File: config.mk
export PLATFORM = sky130hd
export DESIGN_NAME = ultrasonic_echo_ranger_4ch_core
export DESIGN_NICKNAME = d
export VERILOG_FILES = /design/src/hw/rtl/uer4_pkg.sv /design/src/hw/rtl/ultrasonic_echo_ranger_4ch_core.sv
export SDC_FILE = /design/constraint.sdc
export NUM_CORES = 1
export LEC_CHECK = 0
export ABC_AREA = 1
export BUFFER_PORTS_ARGS = -buffer_cell sky130_fd_sc_hd__buf_2
export CORE_UTILIZATION = 32
export CTS_CLUSTER_SIZE = 16
export DETAILED_ROUTE_END_ITERATION = 12
export PLACE_DENSITY = 0.45
export SLEW_MARGIN = 5
export SYNTH_ARGS = -nofsm -noshare
export SYNTH_HDL_FRONTEND = slang
export SYNTH_SLANG_ARGS = --single-unit
File: constraint.sdc
create_clock -name clock -period 19.6 [get_ports clock]
set_clock_uncertainty 0.15 [all_clocks]
set_input_delay 0.98 -clock clock [delete_from_list [all_inputs] [get_ports clock]]
set_output_delay 0.98 -clock clock [all_outputs]
set_load 0.02 [all_outputs]
File: src/hw/rtl/uer4_pkg.sv
`timescale 1ns / 1ps

package uer4_pkg;

   typedef enum logic [0:0] {
      OP_CAPTURE = 1'b0,
      OP_TICK    = 1'b1
   } opcode_type;

   localparam int CHAN_FIELD_BITS  = 2;
   localparam int CAPTURE_BITS     = 16;
   localparam int DIST_BITS        = 11;
   localparam int LIMIT_BITS       = 11;

   localparam logic [LIMIT_BITS-1:0] JUMP_LIMIT_RESET = 11'd100;
   localparam logic [DIST_BITS-1:0]  DIST_MAX         = 11'd2047;

   // pulse width in microseconds per centimetre
   localparam int CM_DIVISOR  = 58;
   // widths at or above this saturate the distance
   localparam int SAT_WIDTH   = (2048 * CM_DIVISOR);
   localparam int RECIP_BITS  = 17;
   localparam int RECIP_SHIFT = 23;
   localparam logic [17:0] CM_RECIP = 18'd144632;

endpackage

File: src/hw/rtl/ultrasonic_echo_ranger_4ch_core.sv
`timescale 1ns / 1ps

// multi-channel ultrasonic echo ranger
//
// request channel (req_valid / req_stall): one transfer per echo edge capture or
// polling tick. a capture carries the channel and the timer stamp latched at the
// edge; each channel alternates rising and falling edges, and a falling edge
// produces a distance in centimetres. a tick returns the next channel to trigger.
// response channel (rsp_valid / rsp_stall): exactly one transfer per request.
// a request taken into the input register has its response registered in the
// response register when the input register advances; it waits there while a
// valid response is held by rsp_stall. throughput: one request per cycle while
// no held response stalls, set by the single register-to-register pass (stamp
// subtract, reciprocal multiply for the divide by 58, filter compare). when
// rsp_stall is high a valid response register holds; the input register keeps
// accepting until it is full, then req_stall follows rsp_stall.
// reset (synchronous, active high) clears all channel phases, stamps, distances,
// the trigger pointer and both valids, and sets the jump limit to 100.
// csr_write_enable writes csr_write_data into the jump limit; write it only idle.

module ultrasonic_echo_ranger_4ch_core
   import uer4_pkg::*;
#(
   parameter int NUM_CHANNELS = 4,
   parameter int STAMP_BITS   = 16
) (
   input  logic                        clock,
   input  logic                        reset,

   input  logic                        req_valid,
   output logic                        req_stall,
   input  logic                        req_opcode,
   input  logic [CHAN_FIELD_BITS-1:0]  req_channel,
   input  logic [CAPTURE_BITS-1:0]     req_capture_value,

   output logic                        rsp_valid,
   input  logic                        rsp_stall,
   output logic [CHAN_FIELD_BITS-1:0]  rsp_out_channel,
   output logic                        rsp_trigger_fire,
   output logic                        rsp_measurement_done,
   output logic [DIST_BITS-1:0]        rsp_raw_distance,
   output logic [DIST_BITS-1:0]        rsp_filtered_distance,

   input  logic                        csr_write_enable,
   input  logic [LIMIT_BITS-1:0]       csr_write_data
);

   localparam int ChanBits = (NUM_CHANNELS > 1) ? $clog2(NUM_CHANNELS) : 1;
   localparam int WideBits = (STAMP_BITS > RECIP_BITS) ? STAMP_BITS : RECIP_BITS;
   localparam int ProdBits = RECIP_BITS + 18;

   // input register
   logic                        in_valid_ff, in_valid_in;
   opcode_type                  in_opcode_ff;
   logic [CHAN_FIELD_BITS-1:0]  in_channel_ff;
   logic [CAPTURE_BITS-1:0]     in_capture_ff;

   // per-channel state, trigger pointer and jump limit
   logic                        edge_phase_ff      [NUM_CHANNELS];
   logic                        edge_phase_in      [NUM_CHANNELS];
   logic [STAMP_BITS-1:0]       start_stamp_ff     [NUM_CHANNELS];
   logic [STAMP_BITS-1:0]       start_stamp_in     [NUM_CHANNELS];
   logic [DIST_BITS-1:0]        newest_distance_ff [NUM_CHANNELS];
   logic [DIST_BITS-1:0]        newest_distance_in [NUM_CHANNELS];
   logic [DIST_BITS-1:0]        prior_distance_ff  [NUM_CHANNELS];
   logic [DIST_BITS-1:0]        prior_distance_in  [NUM_CHANNELS];
   logic [ChanBits-1:0]         trigger_pointer_ff, trigger_pointer_in;
   logic [LIMIT_BITS-1:0]       jump_limit_ff, jump_limit_in;

   // response register
   logic                        rsp_valid_ff, rsp_valid_in;
   logic [CHAN_FIELD_BITS-1:0]  rsp_channel_ff, rsp_channel_in;
   logic                        rsp_fire_ff, rsp_fire_in;
   logic                        rsp_done_ff, rsp_done_in;
   logic [DIST_BITS-1:0]        rsp_raw_ff, rsp_raw_in;
   logic [DIST_BITS-1:0]        rsp_filt_ff, rsp_filt_in;

   logic                        advance;
   logic [ChanBits-1:0]         ch_idx;
   logic                        ch_ok;
   logic                        cur_phase;
   logic [STAMP_BITS-1:0]       stamp;
   logic [STAMP_BITS-1:0]       cur_start;
   logic [STAMP_BITS-1:0]       pulse_width;
   logic [WideBits-1:0]         pulse_wide;
   logic                        dist_sat;
   logic [ProdBits-1:0]         product;
   logic [DIST_BITS-1:0]        new_dist;
   logic [DIST_BITS-1:0]        old_dist;
   logic [DIST_BITS-1:0]        dist_diff;
   logic [DIST_BITS-1:0]        filt_dist;

   assign advance   = in_valid_ff && (!rsp_valid_ff || !rsp_stall);
   assign req_stall = in_valid_ff && !advance;
   assign in_valid_in = req_stall ? in_valid_ff : req_valid;

   // width and distance
   assign ch_idx    = ChanBits'(in_channel_ff);
   assign ch_ok     = 32'(in_channel_ff) < NUM_CHANNELS;
   assign cur_phase = ch_ok ? edge_phase_ff[ch_idx] : 1'b0;
   assign cur_start = ch_ok ? start_stamp_ff[ch_idx] : '0;
   assign old_dist  = ch_ok ? newest_distance_ff[ch_idx] : '0;
   assign stamp     = STAMP_BITS'(in_capture_ff);

   assign pulse_width = (stamp > cur_start) ? (stamp - cur_start)
                                            : ((~cur_start) + stamp);
   assign pulse_wide  = WideBits'(pulse_width);
   assign dist_sat    = pulse_wide >= WideBits'(SAT_WIDTH);
   assign product     = ProdBits'(pulse_wide[RECIP_BITS-1:0]) * ProdBits'(CM_RECIP);
   assign new_dist    = dist_sat ? DIST_MAX
                                 : product[RECIP_SHIFT+DIST_BITS-1:RECIP_SHIFT];
   assign dist_diff   = (new_dist > old_dist) ? (new_dist - old_dist)
                                              : (old_dist - new_dist);
   assign filt_dist   = (dist_diff > jump_limit_ff) ? '0 : old_dist;

   always_comb begin
      edge_phase_in      = edge_phase_ff;
      start_stamp_in     = start_stamp_ff;
      newest_distance_in = newest_distance_ff;
      prior_distance_in  = prior_distance_ff;
      trigger_pointer_in = trigger_pointer_ff;
      jump_limit_in      = csr_write_enable ? csr_write_data : jump_limit_ff;

      rsp_valid_in   = rsp_valid_ff && rsp_stall;
      rsp_channel_in = rsp_channel_ff;
      rsp_fire_in    = rsp_fire_ff;
      rsp_done_in    = rsp_done_ff;
      rsp_raw_in     = rsp_raw_ff;
      rsp_filt_in    = rsp_filt_ff;

      if (advance) begin
         rsp_valid_in   = 1'b1;
         rsp_channel_in = in_channel_ff;
         rsp_fire_in    = 1'b0;
         rsp_done_in    = 1'b0;
         rsp_raw_in     = '0;
         rsp_filt_in    = '0;
         case (in_opcode_ff)
            OP_TICK: begin
               rsp_channel_in = CHAN_FIELD_BITS'(trigger_pointer_ff);
               rsp_fire_in    = 1'b1;
               trigger_pointer_in = (32'(trigger_pointer_ff) >= NUM_CHANNELS - 1)
                                    ? '0 : trigger_pointer_ff + 1'b1;
            end
            OP_CAPTURE: begin
               if (ch_ok) begin
                  if (!cur_phase) begin
                     start_stamp_in[ch_idx] = stamp;
                     edge_phase_in[ch_idx]  = 1'b1;
                  end else begin
                     prior_distance_in[ch_idx]  = old_dist;
                     newest_distance_in[ch_idx] = new_dist;
                     edge_phase_in[ch_idx]      = 1'b0;
                     rsp_done_in = 1'b1;
                     rsp_raw_in  = new_dist;
                     rsp_filt_in = filt_dist;
                  end
               end
            end
            default: begin
               rsp_valid_in = 1'b1;
            end
         endcase
      end
   end

   always_ff @(posedge clock) begin
      if (reset) begin
         in_valid_ff        <= 1'b0;
         rsp_valid_ff       <= 1'b0;
         trigger_pointer_ff <= '0;
         jump_limit_ff      <= JUMP_LIMIT_RESET;
         for (int i = 0; i < NUM_CHANNELS; i++) begin
            edge_phase_ff[i]      <= 1'b0;
            start_stamp_ff[i]     <= '0;
            newest_distance_ff[i] <= '0;
            prior_distance_ff[i]  <= '0;
         end
      end else begin
         in_valid_ff        <= in_valid_in;
         rsp_valid_ff       <= rsp_valid_in;
         trigger_pointer_ff <= trigger_pointer_in;
         jump_limit_ff      <= jump_limit_in;
         edge_phase_ff      <= edge_phase_in;
         start_stamp_ff     <= start_stamp_in;
         newest_distance_ff <= newest_distance_in;
         prior_distance_ff  <= prior_distance_in;
      end
   end

   always_ff @(posedge clock) begin
      if (!req_stall) begin
         in_opcode_ff  <= opcode_type'(req_opcode);
         in_channel_ff <= req_channel;
         in_capture_ff <= req_capture_value;
      end
      rsp_channel_ff <= rsp_channel_in;
      rsp_fire_ff    <= rsp_fire_in;
      rsp_done_ff    <= rsp_done_in;
      rsp_raw_ff     <= rsp_raw_in;
      rsp_filt_ff    <= rsp_filt_in;
   end

   assign rsp_valid             = rsp_valid_ff;
   assign rsp_out_channel       = rsp_channel_ff;
   assign rsp_trigger_fire      = rsp_fire_ff;
   assign rsp_measurement_done  = rsp_done_ff;
   assign rsp_raw_distance      = rsp_raw_ff;
   assign rsp_filtered_distance = rsp_filt_ff;

endmodule

==> flow_summary.yaml <==
synth:
  syn-instance-count: 1716
  synth.most_common_cell: "sky130_fd_sc_hd__inv_1"
  post_syn_nets: 1992
  ys_warn_count: 0
  synth-edff-count: 45
  most_frequent_cells_after_synthesis: "sky130_fd_sc_hd__inv_1, sky130_fd_sc_hd__nor2_1, sky130_fd_sc_hd__nand2_1"
  yosys.area.top_type: "sky130_fd_sc_hd__dfxtp_1"
  synth_largest_type_area_fraction_pct: 18.4
  synth_area_leaders: "sky130_fd_sc_hd__dfxtp_1, sky130_fd_sc_hd__ha_1, sky130_fd_sc_hd__fa_1"
  synth.ff_latch_count: 172
  asyncSetResetFlopFracSynth_pct: 0
  synthFlopType: "sky130_fd_sc_hd__dfxtp_1"
  post_synthesis_average_cell_area_um2: 8.04
  yosys.cell_types.count: 57
  synth_sequential_area_ratio_pct: 28.2
  mappedNetlistArea_um2: 13800
sta:
  final_hold_viol_count: 0
  timing.final.crit_period_ps: 13080
  timing_worst_slew_pin_value_ps: 1110
  slew-limit-headroom_pct: 26.1
  fin_tns_setup_ps: 0
  drv_slew: 0
  maxClockFrequency_ghz: 0.0765
  rsz0062_at_grt: "no"
  setup-violations-final: 0
  fin_crit_sh_pct: 66.7
grt:
  grt_first_pass_wirelength_um: 63900
  groute.usage.overall_pct: 18.8
  grt_max_degree: 79
  initial_antenna_violation_count: 0
  vias_in_the_first_global_route: 11501
  grt_overflow_total: 0
floorplan:
  initial_core_util_pct: 32.7
  num_rows: 75
  coreArea_um2: 42200
  width_of_the_chip_um: 210
  ioPinCount: 63
  die_area_um2: 43900
  die-height_um: 210
worst_hold_path:
  min-delay-path-class: "register to register"
cts:
  cts.reportedPaths.clkPinSlew_ps: 80
  cts_tree: "yes"
  cts.sinks: 172
  tritoncts.num_buffers: 17
  ctsHoldBuffers: 0
  cts_resized: 0
  insertion_delay_ps: 460
  clockRootBuffer: "sky130_fd_sc_hd__clkbuf_16"
  cts_setup_buffers: 0
  h-tree-depth: 4
  ctsLongestPathBuffers: 2
finish:
  fin_nets: 2041
  n_antenna_cell: 0
  final-seq-area_um2: 3890
  fill_cells: 4470
  area.growth.synth_to_final_pct: 10.6
  multi_input_comb_area_um2: 8530
  postLayoutCellArea_um2: 15300
  final_layout_size_suffix_gt1_share_pct: 8.83
detailed_routing:
  drtPass1Iterations: 5
  drt-initial-drc-count: 775
  drtAntennaViolNets: 0
  drt-wirelength-per-cell_um: 17.0
  routed-via-count: 11278
  drcViolationCount: 0
  detail_route.vias_per_cell: 4.87
  route.final.wire_length_um: 39400
setup_path:
  path_max_fanout: 22
  cp.buffers_inverters: 8
  endpoint_kind: "register"
  cp.arrival_ps: 13230
  worst_path_largest_cell_delay_ps: 710
  critical_path.startpoint_type: "register"
  timing_worst_setup_path_type: "register to register"
  timing.critical_path.slowest_stage_cell: "sky130_fd_sc_hd__inv_1"
  cp.required_ps: 19750
  cpLargestDelayFamily: "adder cells"
place:
  placement.cell_area_um2: 14700
  gpl.final_weighted_congestion: 0.893
  place.port_buffers: 62
  place_hpwl_um: 31700
outcome:
  run_status: "complete, no violations"
job:
  max_cap_violations: 0
-- layout by cell type, fill, tap and decap left out, types with 34 or more instances in the layout --
| master | n |
|---|---|
| sky130_fd_sc_hd__a21oi_1 | 88 |
| sky130_fd_sc_hd__ha_1 | 169 |
| sky130_fd_sc_hd__buf_2 | 62 |
| sky130_fd_sc_hd__xor2_1 | 41 |
| sky130_fd_sc_hd__o21ai_0 | 122 |
| sky130_fd_sc_hd__nand2_1 | 210 |
| sky130_fd_sc_hd__nand3_1 | 34 |
| sky130_fd_sc_hd__inv_1 | 308 |
| sky130_fd_sc_hd__nor2_1 | 225 |
| sky130_fd_sc_hd__edfxtp_1 | 45 |
| sky130_fd_sc_hd__o22ai_1 | 37 |
| sky130_fd_sc_hd__dfxtp_1 | 127 |
| sky130_fd_sc_hd__fa_1 | 72 |
-- stage by stage --
step	setup WS, ps	std cells	utilization (%)	hold WS [ps]
after detailed placement	6620	2285	34.7	295
after CTS	6570	2317	36.1	309
after floorplan	8350	1716	-	276
after global routing	5460	2317	36.1	326
after global placement	6750	2285	34.7	290
final	6520	2317	36.1	309
-- cell families after synthesis --
logic type / synth area share, %
flops: 28.2
compound gates: 16.1
fa+ha+maj: 25.8
xor+xnor: 4.40
simple gates: 15.5
buf+inv: 9.95
-- area by class of cell --
cell class | count | share of cell area (%)
flip-flops and latches | 172 | 25.5
repair buffers | 70 | 2.43
clock buffers | 18 | 2.88
clock inverters | 14 | 0.919
multi-input cells | 1185 | 55.9
well taps | 539 | 4.42
inverters | 319 | 7.88
-- path summary, 6_finish.rpt --
kind	endpoint	slack, ps	start	cells after the start
worst max-delay path	rsp_filtered_distance[3]	6520	ch_idx[0]	62
worst min-delay path	newest_distance_ff[18]	310	newest_distance_ff[18]	2
worst max register to register	rsp_filtered_distance[3]	6520	ch_idx[0]	62
worst min register to register	newest_distance_ff[18]	310	newest_distance_ff[18]	2
-- flip-flops by register name, summed over array words and instances, names as in the netlist, 11 cells and up, named ones only --
register and count:
start_stamp_ff 64, jump_limit_ff 11, rsp_raw_distance 11, newest_distance_ff 44, in_capture_ff 16, rsp_filtered_distance 11
-- worst register-to-register path: cells and delay by family (launching register included) --
family / cells / cell delay (ps)
adder cells (fa/ha/maj): 11 / 4170
AND/OR/NAND/NOR: 19 / 2910
buffers and inverters: 8 / 1270
AO/OA/AOI/OAI: 22 / 3540
flip-flops: 1 / 400
XOR/XNOR: 2 / 440
-- routing by layer --
metal | global-route usage, % | vias up | share of wire, %
li1 | - | 5704 | -
met1 | 27.7 | 5362 | 52
met2 | 29.1 | 189 | 44
met3 | 2.12 | 23 | 3.2
met4 | 4.38 | 0 | 1.2
met5 | 0 | - | 0
Power is left out: the tool's default activity adds up to more than one toggle a clock period on the data nets, which glitch-free logic cannot reach.
